**src/rtl/core/gsig_pkg.sv**
```systemverilog
package gsig_pkg;

	localparam int unsigned SEC_W = 8;
	localparam int unsigned IDX_W = 17;
	localparam int unsigned OUT_W = 16;
	localparam int unsigned CFG_IDX_W = 2;
	localparam int unsigned CFG_DATA_W = 8;

	localparam logic [CFG_IDX_W-1:0] REG_COLUMNS_MINUS_ONE = 2'd0;
	localparam logic [CFG_IDX_W-1:0] REG_ROW_SECTIONS = 2'd1;
	localparam logic [CFG_IDX_W-1:0] REG_STRIP_MODE = 2'd2;

	localparam logic MODE_SERPENTINE = 1'b0;
	localparam logic MODE_TERRAIN = 1'b1;

	typedef enum logic [3:0] {
		PH_LOWER = 4'b0001,
		PH_UPPER = 4'b0010,
		PH_DEG1 = 4'b0100,
		PH_DEG2 = 4'b1000
	} phase_t;

	typedef struct packed {
		logic [SEC_W-1:0] h;
		logic [SEC_W-1:0] v;
		logic mode;
	} cfg_t;

	typedef struct packed {
		logic [SEC_W-1:0] row;
		logic [IDX_W-1:0] base;
		logic [IDX_W-1:0] lower;
		phase_t phase;
	} gen_state_t;

	typedef struct packed {
		logic [OUT_W-1:0] idx;
		logic deg;
		logic last;
		logic empty;
	} result_t;

	localparam gen_state_t START_STATE = '{
		row: '0,
		base: '0,
		lower: '0,
		phase: PH_LOWER
	};

endpackage

```
**src/rtl/core/gsig_cfg.sv**
```systemverilog
module gsig_cfg (
	input logic clk,
	input logic arst_n,
	input logic cfg_we,
	input logic [gsig_pkg::CFG_IDX_W-1:0] cfg_index,
	input logic [gsig_pkg::CFG_DATA_W-1:0] cfg_data,
	output gsig_pkg::cfg_t cfg,
	output logic reload
);

	gsig_pkg::cfg_t cfg_q;

	always_ff @(posedge clk or negedge arst_n) begin
		if (!arst_n) begin
			cfg_q.h <= gsig_pkg::SEC_W'(1);
			cfg_q.v <= gsig_pkg::SEC_W'(1);
			cfg_q.mode <= gsig_pkg::MODE_SERPENTINE;
		end else if (cfg_we) begin
			case (cfg_index)
				gsig_pkg::REG_COLUMNS_MINUS_ONE: cfg_q.h <= cfg_data[gsig_pkg::SEC_W-1:0];
				gsig_pkg::REG_ROW_SECTIONS: cfg_q.v <= cfg_data[gsig_pkg::SEC_W-1:0];
				gsig_pkg::REG_STRIP_MODE: cfg_q.mode <= cfg_data[0];
				default: ;
			endcase
		end
	end

	// Only writes to a real register send the generator back to the strip start.
	always_comb begin
		reload = 1'b0;
		if (cfg_we) begin
			case (cfg_index)
				gsig_pkg::REG_COLUMNS_MINUS_ONE,
				gsig_pkg::REG_ROW_SECTIONS,
				gsig_pkg::REG_STRIP_MODE: reload = 1'b1;
				default: reload = 1'b0;
			endcase
		end
	end

	assign cfg = cfg_q;

endmodule

```
**src/rtl/core/gsig_step.sv**
```systemverilog
module gsig_step (
	input gsig_pkg::cfg_t cfg,
	input gsig_pkg::gen_state_t cur,
	input logic restart,
	output gsig_pkg::gen_state_t nxt,
	output gsig_pkg::result_t res
);

	gsig_pkg::gen_state_t st;
	logic [gsig_pkg::IDX_W-1:0] h_x;
	logic [gsig_pkg::IDX_W-1:0] c_x;
	logic [gsig_pkg::IDX_W-1:0] upper;
	logic [gsig_pkg::IDX_W-1:0] next_base;
	logic [gsig_pkg::SEC_W:0] row_p1;
	logic falling;
	logic row_done;
	gsig_pkg::gen_state_t next_row;

	always_comb begin
		st = restart ? gsig_pkg::START_STATE : cur;
		h_x = gsig_pkg::IDX_W'(cfg.h);
		c_x = h_x + gsig_pkg::IDX_W'(1);
		upper = st.lower + c_x;
		next_base = st.base + c_x;
		row_p1 = {1'b0, st.row} + (gsig_pkg::SEC_W + 1)'(1);
		falling = (cfg.mode == gsig_pkg::MODE_SERPENTINE) && st.row[0];
		row_done = falling ? (st.lower <= st.base) : (st.lower >= st.base + h_x);

		// Odd rows of a serpentine strip start at the right end of the row.
		next_row.row = row_p1[gsig_pkg::SEC_W-1:0];
		next_row.base = next_base;
		next_row.lower = (cfg.mode == gsig_pkg::MODE_SERPENTINE && row_p1[0]) ?
			next_base + h_x : next_base;
		next_row.phase = gsig_pkg::PH_LOWER;

		nxt = st;
		res.idx = '0;
		res.deg = 1'b0;
		res.last = 1'b0;
		res.empty = 1'b0;

		if (cfg.v == '0) begin
			nxt = gsig_pkg::START_STATE;
			res.last = 1'b1;
			res.empty = 1'b1;
		end else begin
			case (st.phase)
				gsig_pkg::PH_LOWER: begin
					res.idx = st.lower[gsig_pkg::OUT_W-1:0];
					nxt.phase = gsig_pkg::PH_UPPER;
				end
				gsig_pkg::PH_UPPER: begin
					res.idx = upper[gsig_pkg::OUT_W-1:0];
					if (!row_done) begin
						nxt.lower = falling ? st.lower - gsig_pkg::IDX_W'(1) :
							st.lower + gsig_pkg::IDX_W'(1);
						nxt.phase = gsig_pkg::PH_LOWER;
					end else if (row_p1 >= {1'b0, cfg.v}) begin
						res.last = 1'b1;
						nxt = gsig_pkg::START_STATE;
					end else begin
						nxt.phase = gsig_pkg::PH_DEG1;
					end
				end
				gsig_pkg::PH_DEG1: begin
					res.idx = upper[gsig_pkg::OUT_W-1:0];
					res.deg = 1'b1;
					if (cfg.mode == gsig_pkg::MODE_SERPENTINE) begin
						nxt = next_row;
					end else begin
						nxt.phase = gsig_pkg::PH_DEG2;
					end
				end
				gsig_pkg::PH_DEG2: begin
					res.idx = next_base[gsig_pkg::OUT_W-1:0];
					res.deg = 1'b1;
					nxt = next_row;
				end
				default: begin
					nxt = gsig_pkg::START_STATE;
				end
			endcase
		end
	end

endmodule

```
**src/rtl/core/grid_strip_index_generator.sv**
```systemverilog
// Channel   Direction  Handshake           Payload
// input     in         in_valid/in_stall   restart
// output    out        out_valid/out_stall vertex_index, is_degenerate, last_index, empty_strip
// config    in         cfg_we              cfg_index, cfg_data
//
// One request per cycle while in_stall is low: each accepted transfer yields its index in the
// output register in the next cycle, set by the single add/compare step from the strip state registers.
// Reset returns the config registers to their defaults and the strip to its start.
// A new request is taken whenever the output register is empty or being drained,
// so a stalled result holds while the input side waits.
module grid_strip_index_generator (
	input logic clk,
	input logic arst_n,
	input logic in_valid,
	output logic in_stall,
	input logic restart,
	output logic out_valid,
	input logic out_stall,
	output logic [gsig_pkg::OUT_W-1:0] vertex_index,
	output logic is_degenerate,
	output logic last_index,
	output logic empty_strip,
	input logic cfg_we,
	input logic [gsig_pkg::CFG_IDX_W-1:0] cfg_index,
	input logic [gsig_pkg::CFG_DATA_W-1:0] cfg_data
);

	gsig_pkg::cfg_t cfg;
	logic reload;
	gsig_pkg::gen_state_t state_q;
	gsig_pkg::gen_state_t state_nxt;
	gsig_pkg::result_t res;
	gsig_pkg::result_t res_q;
	logic out_valid_q;
	logic accept;

	gsig_cfg u_cfg (
		.clk(clk),
		.arst_n(arst_n),
		.cfg_we(cfg_we),
		.cfg_index(cfg_index),
		.cfg_data(cfg_data),
		.cfg(cfg),
		.reload(reload)
	);

	gsig_step u_step (
		.cfg(cfg),
		.cur(state_q),
		.restart(restart),
		.nxt(state_nxt),
		.res(res)
	);

	assign in_stall = out_valid_q && out_stall;
	assign accept = in_valid && !in_stall;

	always_ff @(posedge clk or negedge arst_n) begin
		if (!arst_n) begin
			state_q <= gsig_pkg::START_STATE;
		end else if (reload) begin
			state_q <= gsig_pkg::START_STATE;
		end else if (accept) begin
			state_q <= state_nxt;
		end
	end

	always_ff @(posedge clk or negedge arst_n) begin
		if (!arst_n) begin
			out_valid_q <= 1'b0;
		end else if (accept) begin
			out_valid_q <= 1'b1;
		end else if (!out_stall) begin
			out_valid_q <= 1'b0;
		end
	end

	always_ff @(posedge clk) begin
		if (accept) begin
			res_q <= res;
		end
	end

	assign out_valid = out_valid_q;
	assign vertex_index = res_q.idx;
	assign is_degenerate = res_q.deg;
	assign last_index = res_q.last;
	assign empty_strip = res_q.empty;

	// An accepted request always produces a result in the next cycle.
	a_accept_yields_result: assert property (@(posedge clk) disable iff (!arst_n)
		accept |=> out_valid)
		else $error("accepted request produced no result");

	// A row link is never the final index of the strip.
	a_degenerate_not_last: assert property (@(posedge clk) disable iff (!arst_n)
		out_valid |-> !(is_degenerate && last_index))
		else $error("degenerate index flagged as last");

	// An empty grid reports a lone final index of zero.
	a_empty_form: assert property (@(posedge clk) disable iff (!arst_n)
		(out_valid && empty_strip) |-> (last_index && !is_degenerate && vertex_index == '0))
		else $error("malformed empty-strip result");

	// A register write puts the generator back at the strip start.
	a_reload_start: assert property (@(posedge clk) disable iff (!arst_n)
		reload |=> (state_q == gsig_pkg::START_STATE))
		else $error("register write did not restart the strip");

endmodule
```
**config.mk**
```make
export PLATFORM = sky130hd
export DESIGN_NAME = grid_strip_index_generator
export DESIGN_NICKNAME = d
export VERILOG_FILES = /design/src/rtl/core/gsig_pkg.sv /design/src/rtl/core/gsig_cfg.sv /design/src/rtl/core/gsig_step.sv /design/src/rtl/core/grid_strip_index_generator.sv
export SDC_FILE = /design/constraint.sdc
export NUM_CORES = 1
export LEC_CHECK = 0
export BUFFER_PORTS_ARGS = -buffer_cell sky130_fd_sc_hd__buf_2
export CAP_MARGIN = 5
export CORE_ASPECT_RATIO = 2
export CORE_MARGIN = 1.5
export CORE_UTILIZATION = 41
export CTS_BUF_LIST = sky130_fd_sc_hd__clkbuf_8
export DETAILED_ROUTE_END_ITERATION = 8
export GPL_TIMING_DRIVEN = 0
export PLACE_DENSITY = 0.56
export SYNTH_ARGS = -nofsm -noshare
export SYNTH_HDL_FRONTEND = slang
export SYNTH_SLANG_ARGS = --single-unit
export TNS_END_PERCENT = 10
```
**constraint.sdc**
```tcl
create_clock -name clk -period 5.8 [get_ports clk]
set_input_delay 0.87 -clock clk [delete_from_list [all_inputs] [get_ports clk]]
set_output_delay 0.87 -clock clk [all_outputs]
set_load 0.01 [all_outputs]
```
== Word-level counts from Yosys, hierarchy flattened ==
Cells that the tools add are included.
Storage, ports and cells
  register bits: 83
  input bits: 16
  output and inout bits: 21
  word-level logic and storage cells: 70
Operators by class
  $add $sub $neg: 8
  $lt $le $gt $ge: 3
  equality and inequality tests: 7
  muxes and demuxes: 25
  bitwise gates (word level): 1
  reductions and logical operators: 14
Operators with widths (count)
  $mux W46: 4
  $pmux W42 S4: 1
  $mux W42: 2
  $pmux W16 S3: 1
  $add A17 B8 Y17: 2
  $mux W17: 2
  $mux W25: 1
  $mux W21: 1
  $add A8 B1 Y9 const B: 2
  $add A17 B1 Y17 const B: 1
  $add A17 B17 Y17: 1
  $ge A17 B17 Y1: 1
  $le A17 B17 Y1: 1
  $sub A17 B1 Y17 const B: 1
  $add A16 B16 Y16: 1
  $pmux W4 S3: 1
  $mux W1: 10
  $ge A9 B8 Y1: 1
  $logic_not A8 Y1: 1
  $reduce_and A2 Y1: 3
  $eq A4 B1 Y1 const B: 1
  $eq A4 B2 Y1 const B: 1
  $eq A4 B3 Y1 const B: 1
  $eq A4 B4 Y1 const B: 1
  12 further kinds: 16

== Depth between registers and ports, before layout ==
Gate-level depths: netlist of run 1.
  depth after elaboration: 9
  mapped depth: 32
  mapped depth without buffers: 25

== Cells and area by module ==
Synthesis of run 1 repeated with hierarchy kept, for this count alone.
Second synthesis, totals
  cells, all modules: 1116
  area total of the unflattened synthesis: 9547.9 um2
Modules (own cells, without submodules)
  gsig_step: instances 1, cells an instance 856, area each 5963.2 um2, sequential area each 0.0 um2
  grid_strip_index_generator: instances 1, cells an instance 222, area each 2920.3 um2, sequential area each 1747.9 um2
  gsig_cfg: instances 1, cells an instance 38, area each 664.4 um2, sequential area each 427.9 um2

== Worst setup path before layout of run 1 ==
OpenSTA, ideal clock, no wires.
  path type: in2reg
  from: input restart
  to: register state_q[20] (netlist name)
  setup time: 0.126 ns
  data arrival time: 6.762 ns
  data required time: 5.674 ns
  setup slack: -1.088 ns
  stages on the path: 27
  buffers on the path: 7
  cell sequence: buf_4 -> clkbuf_1 -> clkbuf_1 -> buf_1 -> clkbuf_1 -> nor2b_1 -> ha_1 -> inv_1 -> fa_1 -> inv_1 -> maj3_2 -> maj3_2 -> maj3_2 -> maj3_2 -> a21o_1 -> a21oi_2 -> xnor2_1 -> ha_1 -> a2111oi_0 -> o21ai_0 -> o21ai_0 -> a32o_1 -> clkbuf_1 -> o31ai_2 -> a21o_1 -> buf_2 -> a221o_1
On the way
  cells in the longest elaborated chain, start to end: 9
  elaborated cells on any way between the ends: 26
  those cells by class: add/sub (6); order compare (3); eq/ne (4); mux (11); reduce/logical (2)
RTL lines
  start: declaration: line grid_strip_index_generator.sv:16  | input logic restart,
  $mux W46 *: line gsig_step.sv:20  | st = restart ? gsig_pkg::START_STATE : cur;
  $add A17 B17 Y17 (tied with other cells): line gsig_step.sv:24  | next_base = st.base + c_x;
  $add A17 B8 Y17 (tied with other cells): line gsig_step.sv:33  | next_base + h_x : next_base;
  $mux W17 (tied with other cells): line gsig_step.sv:32  | next_row.lower = (cfg.mode == gsig_pkg::MODE_SERPENTINE && row_p1[0]) ?
  $mux W42 / $mux W21 (equally long branches): line gsig_step.sv:68, gsig_step.sv:54
  $pmux W42 S4 *: line gsig_step.sv:47  | case (st.phase)
  $mux W46 *: line gsig_step.sv:42  | if (cfg.v == '0) begin
  $mux W46 *: line grid_strip_index_generator.sv:63  | end else if (accept) begin
  $mux W46 *: line grid_strip_index_generator.sv:61  | end else if (reload) begin
  end signal: assignment: line grid_strip_index_generator.sv:60  | state_q <= gsig_pkg::START_STATE;
  end signal: assignment: line grid_strip_index_generator.sv:62  | state_q <= gsig_pkg::START_STATE;
  end signal: assignment: line grid_strip_index_generator.sv:64  | state_q <= state_nxt;
  end: declaration: line grid_strip_index_generator.sv:30  | gsig_pkg::gen_state_t state_q;
Mark *: on every way between the ends. The rest lies on a longest branch, timed or not. The select of a mux whose other input is x is not followed.
A chain may end at the register's enable or synchronous reset.

== Final worst setup path of run 1 ==
  from: input restart
  to: register state_q[33] (netlist name)
On the way
  cells in the longest elaborated chain, start to end: 9
  elaborated cells on any way between the ends: 20
  those cells by class: add/sub (3); order compare (3); eq/ne (4); mux (9); reduce/logical (1)
RTL lines
  $mux W46 *: line gsig_step.sv:20
  $add A17 B8 Y17 / $add A8 B1 Y9 (equally long branches): line gsig_step.sv:27, gsig_step.sv:25
  $ge A17 B17 Y1 / $ge A9 B8 Y1 (equally long branches): line gsig_step.sv:27, gsig_step.sv:58
  $mux W1 / $mux W42 (equally long branches): line gsig_step.sv:27, gsig_step.sv:58
  $mux W25: line gsig_step.sv:54  | if (!row_done) begin
  $pmux W42 S4 *: line gsig_step.sv:47
  $mux W46 *: line gsig_step.sv:42
  $mux W46 *: line grid_strip_index_generator.sv:63
  $mux W46 *: line grid_strip_index_generator.sv:61
Marked as above.

==> impl_results.md, run 1 <==
* Final period utilization at 95.8%
* Non-Filler Instances at 1,216
* Maxcap violations at 0
* Deepest level of the CTS H-tree at 3
* Largest net degree at the start of global routing at 55
* Clk buf depth at 2
* Tmin final at 5560 ps
* Initial antenna violation count at 0
* Area share of the largest cell type after synthesis at 19.0%
* Yosys warns at 0
* Hold violation count in the final report at 0
* GRT overflow at 0
* Clock Skew at 11.8 ps
* Achievable Freq at 180 MHz
* RSZ-0062 raised after global routing: false
* Top_reg_cell synth: dfrtp_1
* Cell taking the most area after synthesis: dfrtp_1
* IO buf count at 36
* Critical path data required time at 6090 ps
* Run status: finished, final reports clean
* Initial Utilization at 41.7%
* Pre-CTS setup slack at -1620 ps
* Critical Path AT at 5850 ps
* Syn_area_per_cell at 8.96 um2
* Syn Std Cell Area at 0.00803 mm2
* Die Y at 201 um
* Area growth from synthesis to layout at 13.7%
* Syn nets at 1,002
* Cell count after synthesis at 896
* Die width at 102 um
* Clock Pin Slew Worst Setup and Hold Paths at 100 ps
* Gr usage total at 28.7%
* Nets@finish at 1,058
* Wirelength per Cell at 23.1 um
* Vias in the first global route at 7,615
* Worst Path Max Fanout at 10
* CTS buffer count at 9
* N_diodes at 0
* 1st-iter DRT viols at 448
* Hold Crit Class: input pin to async pin
* Core area at 0.0193 mm2
* DP Cell Count at 1,192
* I/O pin cnt at 37
* CTS Sinks at 83
* Final worst slack at 241 ps
* Fin. max-slew vios at 0
* Die ar. at 0.0205 mm2
* #FFs+latches synth at 83
* First-pass GRT wire length at 43,100 um
* Setup violators final at 0
* CTS tree: done
* Setup CP Type: input pin to register
* CTS hold repair buffers at 0
* Root Driver: clkbuf_8
* CP startpoint kind: input pin
* Sum Neg Setup Slack at 0 ps
* EDFF count, synth at 19
* DPL Wire Length at 22,400 um
* Leakage at 4.04 nW
* Worst ir drop on vdd at 103 uV
* Share of synthesized registers carrying an async set or reset at 77.1%
* ANT nets after route at 0
* Via/cell ratio at 5.99
* Worst-Skew Late Latency at 410 ps
* First drt pass iteration count at 7
* DR vias at 7,287
* Worst Setup End Kind: register
* # fillers at 1,970
* Worst relative slew slack at 41.2%
* Synth top area cells: dfrtp_1 19%, ha_1 13%, edfxtp_1 7.1%
* Commonest cells after routing, fill and taps aside: 83 x ha_1, 71 x nand2_1, 61 x dfrtp_1, 53 x nor2_1, 52 x a21oi_1
* Num rows at 72
* Layout cells sized above 1 at 15.9%
* P per Cell Area at 197 mW/mm2
* DR DRC count at 0
* Final wirelength at 28,000 um
* GPL Wtd Cong at 0.881
* Seq/Total Area, Yosys at 27.1%
* Slew @ Worst Pin at 875 ps
* End-of-flow core utilization at 47.4%
* Commonest non-fill, non-tap cell in the layout: ha_1
* Cell variety after synth at 85
==> power by group <==
group	switching [mW]	total, mW	leakage [nW]	internal, mW
registers	0.0358	0.667	1.04	0.631
clock network	0.264	0.514	0.116	0.250
logic	0.384	0.618	2.89	0.234
==> critical path: stages <==
cell and delay, ps:
buf_8 120, clkbuf_16 160, nor2b_4 150, ha_1 240, a21o_1 180, maj3_2 360
a21oi_1 150, nand2_1 60, a21oi_1 160, o21ai_1 150, maj3_2 380, and2_1 210
o31ai_4 250, mux2i_2 320, ha_1 190, a21oi_1 60, nor2b_1 120, o21ai_1 80
a21oi_1 150, o211ai_1 170, a32o_2 310, buf_8 140, o21ai_4 130, nand2_1 80
a21o_4 260, buf_12 160, a22o_1 210
==> repair_timing <==
item	4_1_cts	5_1_grt
pin swaps	4	11
gates cloned	1	0
setup buffers	7	4
setup endpoints to repair	45	40
gates resized for setup	17	17
==> cell usage after synthesis (all sizes together) (10+ instances only) <==
master and count:
mux2 17, inv 50, nand4 13, a22o 31
clkbuf 17, o21ai 53, nor2b 41, ha 85
nor3 16, nand3 28, a21o 21, edfxtp 19
a222oi 10, dfrtp 61, nand2 72, a21oi 54
xnor2 54, nor2 56, xor2 27, buf 11
==> metrics by stage <==
| step | area [um2] | hold WS, ps | power, mW |
|---|---|---|---|
| global placement | 8660 | 458 | 1.27 |
| finish | 9130 | 287 | 1.80 |
| floorplan | 8150 | 442 | 1.07 |
| detailed placement | 8690 | 472 | 1.27 |
| CTS | 9040 | 269 | 1.80 |
| global route | 9130 | 286 | 1.88 |
==> flip-flops by register name, summed over array words and instances, names as in the netlist <==
name and cells:
last_index 1, u_cfg.cfg 17, vertex_index 16, empty_strip 1, state_q 46, is_degenerate 1, out_valid 1
==> logic make-up (layout without fill, tap and decap cells) <==
group                    after synthesis  after routing  synth area share [%]
buffers and inverters                 78            139                  3.88
flip-flops                            83             83                  27.1
multiplexers                          22             22                  3.01
adder cells (fa/ha/maj)               99             99                  15.7
AO/OA/AOI/OAI                        259            259                  23.3
AND/OR/NAND/NOR                      273            273                  17.2
XOR/XNOR                              82             82                  9.79
==> path summary, 6_finish.rpt <==
path	slack [ps]	start	cells past startpoint	endpoint
worst max-delay path	240	restart	27	state_q[33]
worst min-delay path	290	arst_n	1	state_q[24]
worst max register to register	490	state_q[21]	27	state_q[33]
worst min register to register	480	state_q[4]	2	state_q[4]
max in group asynchronous	4900	arst_n	2	state_q[0]
min in group clk	480	state_q[4]	2	state_q[4]
==> final cells by class <==
type	count	area [um2]	area share [%]
clock buffers	9	124	1.36
multi-input cells	735	5700	62.4
flip-flops and latches	83	2180	23.8
well taps	259	324	3.55
repair buffers	50	353	3.87
clock inverters	7	104	1.14
inverters	50	188	2.06
plain buffers	23	161	1.77
==> metal layers <==
layer	track usage, %	share of wire, %
met1	30.0	36
met2	51.5	54
met3	3.62	3.4
met4	19.3	7.0
met5	0	0
Note: power is estimated with default switching activity, not from simulation.
==> inputs of run 2 (changes only) <==
- SYNTH_HIERARCHICAL: default -> 1
- clock period: 5.8 -> 5.6 ns (I/O delays scaled with it)
==> impl_results.md, run 2 <==
* Violated checks: setup timing
* GRT overflow at 0 (unchanged)
* Initial Utilization at 42.0% (+0.33 points)
* Switching Share at 38.7% (+0.76 points)
* Vias in the first global route at 9,036 (+19%)
* CTS Sinks at 83 (unchanged)
* Area share of the largest cell type after synthesis at 16.0% (-3.0 points)
* Final instance area at 0.0107 mm2 (+18%)
* Critical Path AT at 6140 ps (+290 ps)
* FF-to-FF path depth at 25 (-7.4%)
* Via/cell ratio at 6.18 (+3.1%)
* Top Metal Used: met4
* Worst Path Max Fanout at 7 (-3)
* DR DRC count at 0 (unchanged)
* Run status: finished with violations
* Num rows at 78 (+8.3%)
* CTS buffer count at 9 (unchanged)
* CTS tree: done
* DR vias at 9,057 (+24%)
* Hold violation count in the final report at 0 (unchanged)
* Syn_area_per_cell at 8.56 um2 (-4.5%)
* Gr usage total at 30.3% (+1.6 points)
* Final wirelength at 36,600 um (+31%)
* Syn Std Cell Area at 0.00955 mm2 (+19%)
* Top cells by count, synth: 98 x nand2b_1, 91 x nor2_1, 85 x ha_1
* Worst Setup End Kind: register
* Reg with most FFs: state_q
* Area growth from synthesis to layout at 12.5%
* Worst ir drop on vdd at 191 uV (+86%)
* Wl on met1 at 12,800 um (+26%)
* Core area at 0.0227 mm2 (+18%)
* RSZ-0062 raised after global routing: true
* Commonest cells after routing, fill and taps aside: 98 x nand2b_1, 89 x nor2_1, 80 x ha_1, 61 x dfrtp_1, 55 x mux2i_1
* Critical path data required time at 5930 ps (-160 ps)
* Largest register FFs at 46 (unchanged)
* First-pass GRT wire length at 54,200 um (+26%)
* Hold Crit Class: input pin to async pin
* Die width at 111 um (+8.8%)
* Sum Neg Setup Slack at -4380 ps (-4380 ps)
* Seq/Total Area, Yosys at 22.8% (-4.3 points)
* ANT nets after route at 0 (unchanged)
* End-of-flow core utilization at 47.2% (-0.11 points)
* Die ar. at 0.0243 mm2 (+18%)
* Wirelength per Cell at 25.0 um (+8.4%)
* Final worst slack at -207 ps (-449 ps)
* Cell variety after synth at 88 (+3.5%)
* Worst-Skew Late Latency at 440 ps (+30 ps)
* Root Driver: clkbuf_8
* Cell count after synthesis at 1,116 (+25%)
* Syn nets at 1,222 (+22%)
* Combinational Power Share at 37.0% (+2.7 points)
* 1st-iter DRT viols at 655 (+46%)
* WL met3 at 1690 um (+77%)
* Clock Skew at 16.7 ps (+4.91 ps)
* Nets@finish at 1,287 (+22%)
* First drt pass iteration count at 7 (unchanged)
* Leakage at 4.57 nW (+13%)
* I/O pin cnt at 37 (unchanged)
* Final period utilization at 104%
* Flop pwr share at 35.8% (-1.3 points)
* Worst relative slew slack at 15.3% (-26 points)
* Setup CP Type: input pin to register
* Clk buf depth at 2 (unchanged)
* Yosys warns at 6 (+6)
* Metal2 WL at 18,700 um (+25%)
* Post-Place Cell Area at 0.0102 mm2 (+17%)
* Clock Pin Slew Worst Setup and Hold Paths at 100 ps (about the same)
* EDFF count, synth at 19 (unchanged)
* Die Y at 219 um (+8.9%)
* Tmin final at 5810 ps
* Commonest non-fill, non-tap cell in the layout: nand2b_1
* GPL Wtd Cong at 0.986 (+12%)
* Setup violators final at 40 (+40)
* Share of synthesized registers carrying an async set or reset at 77.1% (unchanged)
* DPL Wire Length at 29,000 um (+30%)
* Maxcap violations at 0 (unchanged)
* Achievable Freq at 172 MHz
* Largest net degree at the start of global routing at 35 (-36%)
* Cell taking the most area after synthesis: dfrtp_1
* N_diodes at 0 (unchanged)
* Synth top area cells: dfrtp_1 16%, ha_1 11%, nand2b_1 6.4%
* Clock power frac at 27.1% (-1.5 points)
* Fin. max-slew vios at 0 (unchanged)
* Top-count cell post-synth: nand2b_1
* Layout cells sized above 1 at 15.5% (-0.37 points)
* Initial antenna violation count at 0 (unchanged)
* IO buf count at 35 (-2.8%)
* Top_reg_cell synth: dfrtp_1
* CP startpoint kind: input pin
* Deepest level of the CTS H-tree at 3 (unchanged)
* P per Cell Area at 180 mW/mm2 (-8.6%)
* #FFs+latches synth at 83 (unchanged)
* Internal at 1.18 mW (+6.3%)
* Net Switching at 750 uW (+9.7%)
* Slew @ Worst Pin at 1250 ps (+380 ps)
[run 2: cell types whose count changed after synthesis, sizes merged, moves of 17 or more]
cell,delta
nor2,+35
mux2i,+50
nand2,-21
nand2b,+89
a22o,-31
clkbuf,+19
a22oi,+17
[run 2: cells by family (layout without fill, tap and decap cells)]
family,count (synthesis),after routing,synth area share (%)
AOI/OAI and AO/OA,273,273,20.2
xor gates and xnor gates,67,67,6.70
adders and majority gates,100,100,13.3
buffers and inverters,100,170,4.95
DFF,83,83,22.8
muxes,76,76,8.32
and+or+nand+nor,417,417,23.7
[run 2: metal layers]
metal  vias to the layer above  GRT usage [%]
li1                       4234              -
met1                      4333           29.6
met2                       329           55.5
met3                       161           5.25
met4                         0           24.7
met5                         -              0
[run 2: repair_timing]
item                       4_1_cts  5_1_grt
buffers inserted                14        7
setup endpoints to repair       45       43
pin swaps                       17       21
hold buffers                     0        0
gates resized for setup         37        8
[run 2: area by class of cell]
cell class	instances	area, um2
Clock inverter	7	98.8
Inverter	46	173
Buffer	51	339
Sequential cell	83	2180
Multi-Input combinational cell	933	7090
Fill cell	2319	12000
Tap cell	280	350
Clock buffer	9	124
Timing Repair Buffer	57	388
[run 2: metrics by stage]
stage	hold WS (ps)	instances	setup slack, ps	total power [mW]
after floorplan	479	1116	-397	1.17
after CTS	321	1460	-102	1.94
after global placement	493	1431	-1950	1.38
after global routing	364	1466	-335	2.03
final	339	1466	-207	1.93
after detailed placement	494	1432	-1900	1.39
[run 2: worst max-delay path, cell delays in order]
cell and delay, ps:
buf_12 110, buf_12 140, nor2b_4 140, ha_4 210
a21o_1 190, maj3_2 330, maj3_2 320, maj3_2 330
maj3_2 310, a21o_1 200, a21oi_4 240, buf_6 140
nor3_2 40, mux2_4 320, ha_4 250, a21oi_2 130
nor2_2 50, a2111oi_2 350, o211ai_1 120, buf_4 170
o211ai_1 200, nand2_2 250, buf_4 240, a22oi_2 140
o22ai_1 140, nand2b_1 130, mux2i_1 70
[run 2: worst paths after layout]
| path | start | end | slack, ps |
|---|---|---|---|
| max reg2reg | state_q[21] | state_q[17] | 70 |
| min in group clk | u_cfg/cfg[5] | u_cfg/cfg[5] | 510 |
| min reg2reg | u_cfg/cfg[5] | u_cfg/cfg[5] | 510 |
| max | restart | state_q[17] | -210 |
| max in group asynchronous | arst_n | state_q[0] | 4630 |
| min | arst_n | state_q[12] | 340 |
[run 2: power groups by stage]
stage | Clock, mW | Combinational [mW] | Sequential [mW]
finish | 0.525 | 0.716 | 0.693
global route | 0.559 | 0.771 | 0.698
CTS | 0.549 | 0.701 | 0.693
detailed placement | 0 | 0.682 | 0.705
global placement | 0 | 0.675 | 0.704
floorplan | 0 | 0.475 | 0.694
==> inputs of run 3 (changes only) <==
- CTS_CLUSTER_DIAMETER: default -> 100
- SKIP_CTS_REPAIR_TIMING: default -> 1
==> impl_results.md, run 3 (synthesis gave the netlist of run 2 again) <==
* Final instance area at 0.0109 mm2 (+1.2%)
* Flop pwr share at 35.6% (-0.2 points)
* First drt pass iteration count at 6 (-1)
* Vias in the first global route at 8,950 (-0.95%)
* GPL Wtd Cong at 0.986 (unchanged)
* I/O pin cnt at 37 (unchanged)
* Critical Path AT at 6210 ps (+70 ps)
* Reg with most FFs: state_q
* Switching Share at 38.8% (+0.048 points)
* Pre-CTS setup slack at -1900 ps (unchanged)
* CTS tree: done
* Nets@finish at 1,296 (+0.70%)
* Commonest cells after routing, fill and taps aside: 98 x nand2b_1, 89 x nor2_1, 80 x ha_1, 61 x dfrtp_1, 55 x mux2i_1
* Tmin final at 5840 ps (+31.3 ps)
* First-pass GRT wire length at 54,000 um (-0.42%)
* FF-to-FF path depth at 27 (+8.0%)
* ANT nets after route at 0 (unchanged)
* Achievable Freq at 171 MHz (-0.54%)
* Worst Setup End Kind: register
* Core area at 0.0227 mm2 (unchanged)
* CP Capture Point: state_q[17]
* DP Cell Count at 1,432 (unchanged)
* Final wirelength at 36,800 um (+0.38%)
* RR Startpoint: state_q[21]
* End-of-flow core utilization at 47.8% (+0.56 points)
* DR vias at 9,050 (-0.077%)
* Die width at 111 um (unchanged)
* Layout cells sized above 1 at 16.7% (+1.1 points)
* Combinational Power Share at 37.4% (+0.4 points)
* Hold slack at 337 ps (-1.30 ps)
* Worst Path Max Fanout at 8 (+1)
* Worst relative slew slack at 19.0% (+3.7 points)
* Largest net degree at the start of global routing at 35 (unchanged)
* Clock power frac at 27.0% (about the same)
* Via/cell ratio at 6.14 (-0.69%)
* N_diodes at 0 (unchanged)
* Critical path data required time at 5970 ps (+40 ps)
* Largest register FFs at 46 (unchanged)
* Internal at 1.19 mW (+0.66%)
* IO buf count at 35 (unchanged)
* Setup violators final at 42 (+5.0%)
* CP Launch Point: restart
* Num rows at 78 (unchanged)
* Worst-Skew Late Latency at 440 ps (about the same)
* Run status: finished with violations
* Clock Pin Slew Worst Setup and Hold Paths at 100 ps (about the same)
* DPL Wire Length at 29,000 um (unchanged)
* Setup CP Type: input pin to register
* Root Driver: clkbuf_8
* Post-Place Cell Area at 0.0102 mm2 (unchanged)
* Initial antenna violation count at 0 (unchanged)
* RSZ-0062 raised after global routing: true
* Hold violation count in the final report at 0 (unchanged)
* Maxcap violations at 0 (unchanged)
* CTS Sinks at 83 (unchanged)
* Fin. max-slew vios at 0 (unchanged)
* Leakage at 4.63 nW (+1.2%)
* Final period utilization at 104% (+0.56 points)
* # fillers at 2,305 (-0.60%)
* Sum Neg Setup Slack at -5600 ps (-1220 ps)
* Die Y at 219 um (unchanged)
* DR DRC count at 0 (unchanged)
* Non-Filler Instances at 1,475 (+0.61%)
* Clk buf depth at 2 (unchanged)
* Wirelength per Cell at 24.9 um (-0.23%)
* Die ar. at 0.0243 mm2 (unchanged)
* Final worst slack at -239 ps (-31.3 ps)
* Commonest non-fill, non-tap cell in the layout: nand2b_1
* Critical R2R Capture: state_q[17]
* Gr usage total at 30.2% (-0.076 points)
* GRT overflow at 0 (unchanged)
* Slowest stage cell, crit path: maj3_2
* Deepest level of the CTS H-tree at 3 (unchanged)
* Slowest stage delay, CP at 330 ps (-20 ps)
* P per Cell Area at 179 mW/mm2 (-0.45%)
* Initial Utilization at 42.0% (unchanged)
* Reg2reg setup slack at 150 ps (+80 ps)
* Violated checks: setup timing
* Net Switching at 756 uW (+0.86%)
* Area growth from synthesis to layout at 13.9%
* 1st-iter DRT viols at 718 (+9.6%)
* Hold Crit Class: input pin to async pin
* Clock Skew at 16.2 ps (-0.467 ps)
* CP startpoint kind: input pin
* Worst ir drop on vdd at 191 uV (+0.17%)
* Slew @ Worst Pin at 1210 ps (-44.7 ps)
* CTS buffer count at 9 (unchanged)
* Tot Pwr at 1.95 mW (+0.74%)
* CP dominant cell by count: maj3_2
run 3: layer usage:
metal | wire (um) | global-route usage (%) | vias up
met5 | 0 | 0 | -
met4 | 3370 | 24.3 | 0
met3 | 1780 | 5.25 | 143
met2 | 19000 | 55.5 | 317
met1 | 12700 | 29.5 | 4347
li1 | - | - | 4243
run 3: cell type report:
class,instances,area [um2],share of cell area (%)
flip-flops and latches,83,2180,20.0
multi-input cells,933,7140,65.6
clock buffers,9,124,1.14
clock inverters,7,98.8,0.909
plain buffers,52,357,3.28
inverters,46,173,1.59
repair buffers,65,457,4.20
well taps,280,350,3.22
run 3: how the worst min path moves through the flow:
stage                       startpoint            to  depth (start not counted)
after detailed placement  u_cfg/cfg[5]  u_cfg/cfg[5]                          1
after global placement    u_cfg/cfg[7]  u_cfg/cfg[7]                          1
after global routing            arst_n   state_q[12]                          1
final                           arst_n   state_q[12]                          1
after floorplan           u_cfg/cfg[5]  u_cfg/cfg[5]                          1
after CTS                       arst_n   state_q[12]                          1
run 3: critical path: cells and delay by family:
family	cells	cell delay (ps)
AND/OR/NAND/NOR	6	1010
multiplexers	2	460
buffers and inverters	5	710
AO/OA/AOI/OAI	8	1400
adder cells (fa/ha/maj)	6	1780
run 3: power by group through the flow:
stage          Sequential (mW)  Clock [mW]  Combinational (mW)
6_report                 0.694       0.527               0.728
5_1_grt                  0.698       0.559               0.784
4_1_cts                  0.693       0.549               0.684
3_5_place_dp             0.705           0               0.682
3_3_place_gp             0.704           0               0.675
2_1_floorplan            0.694           0               0.475
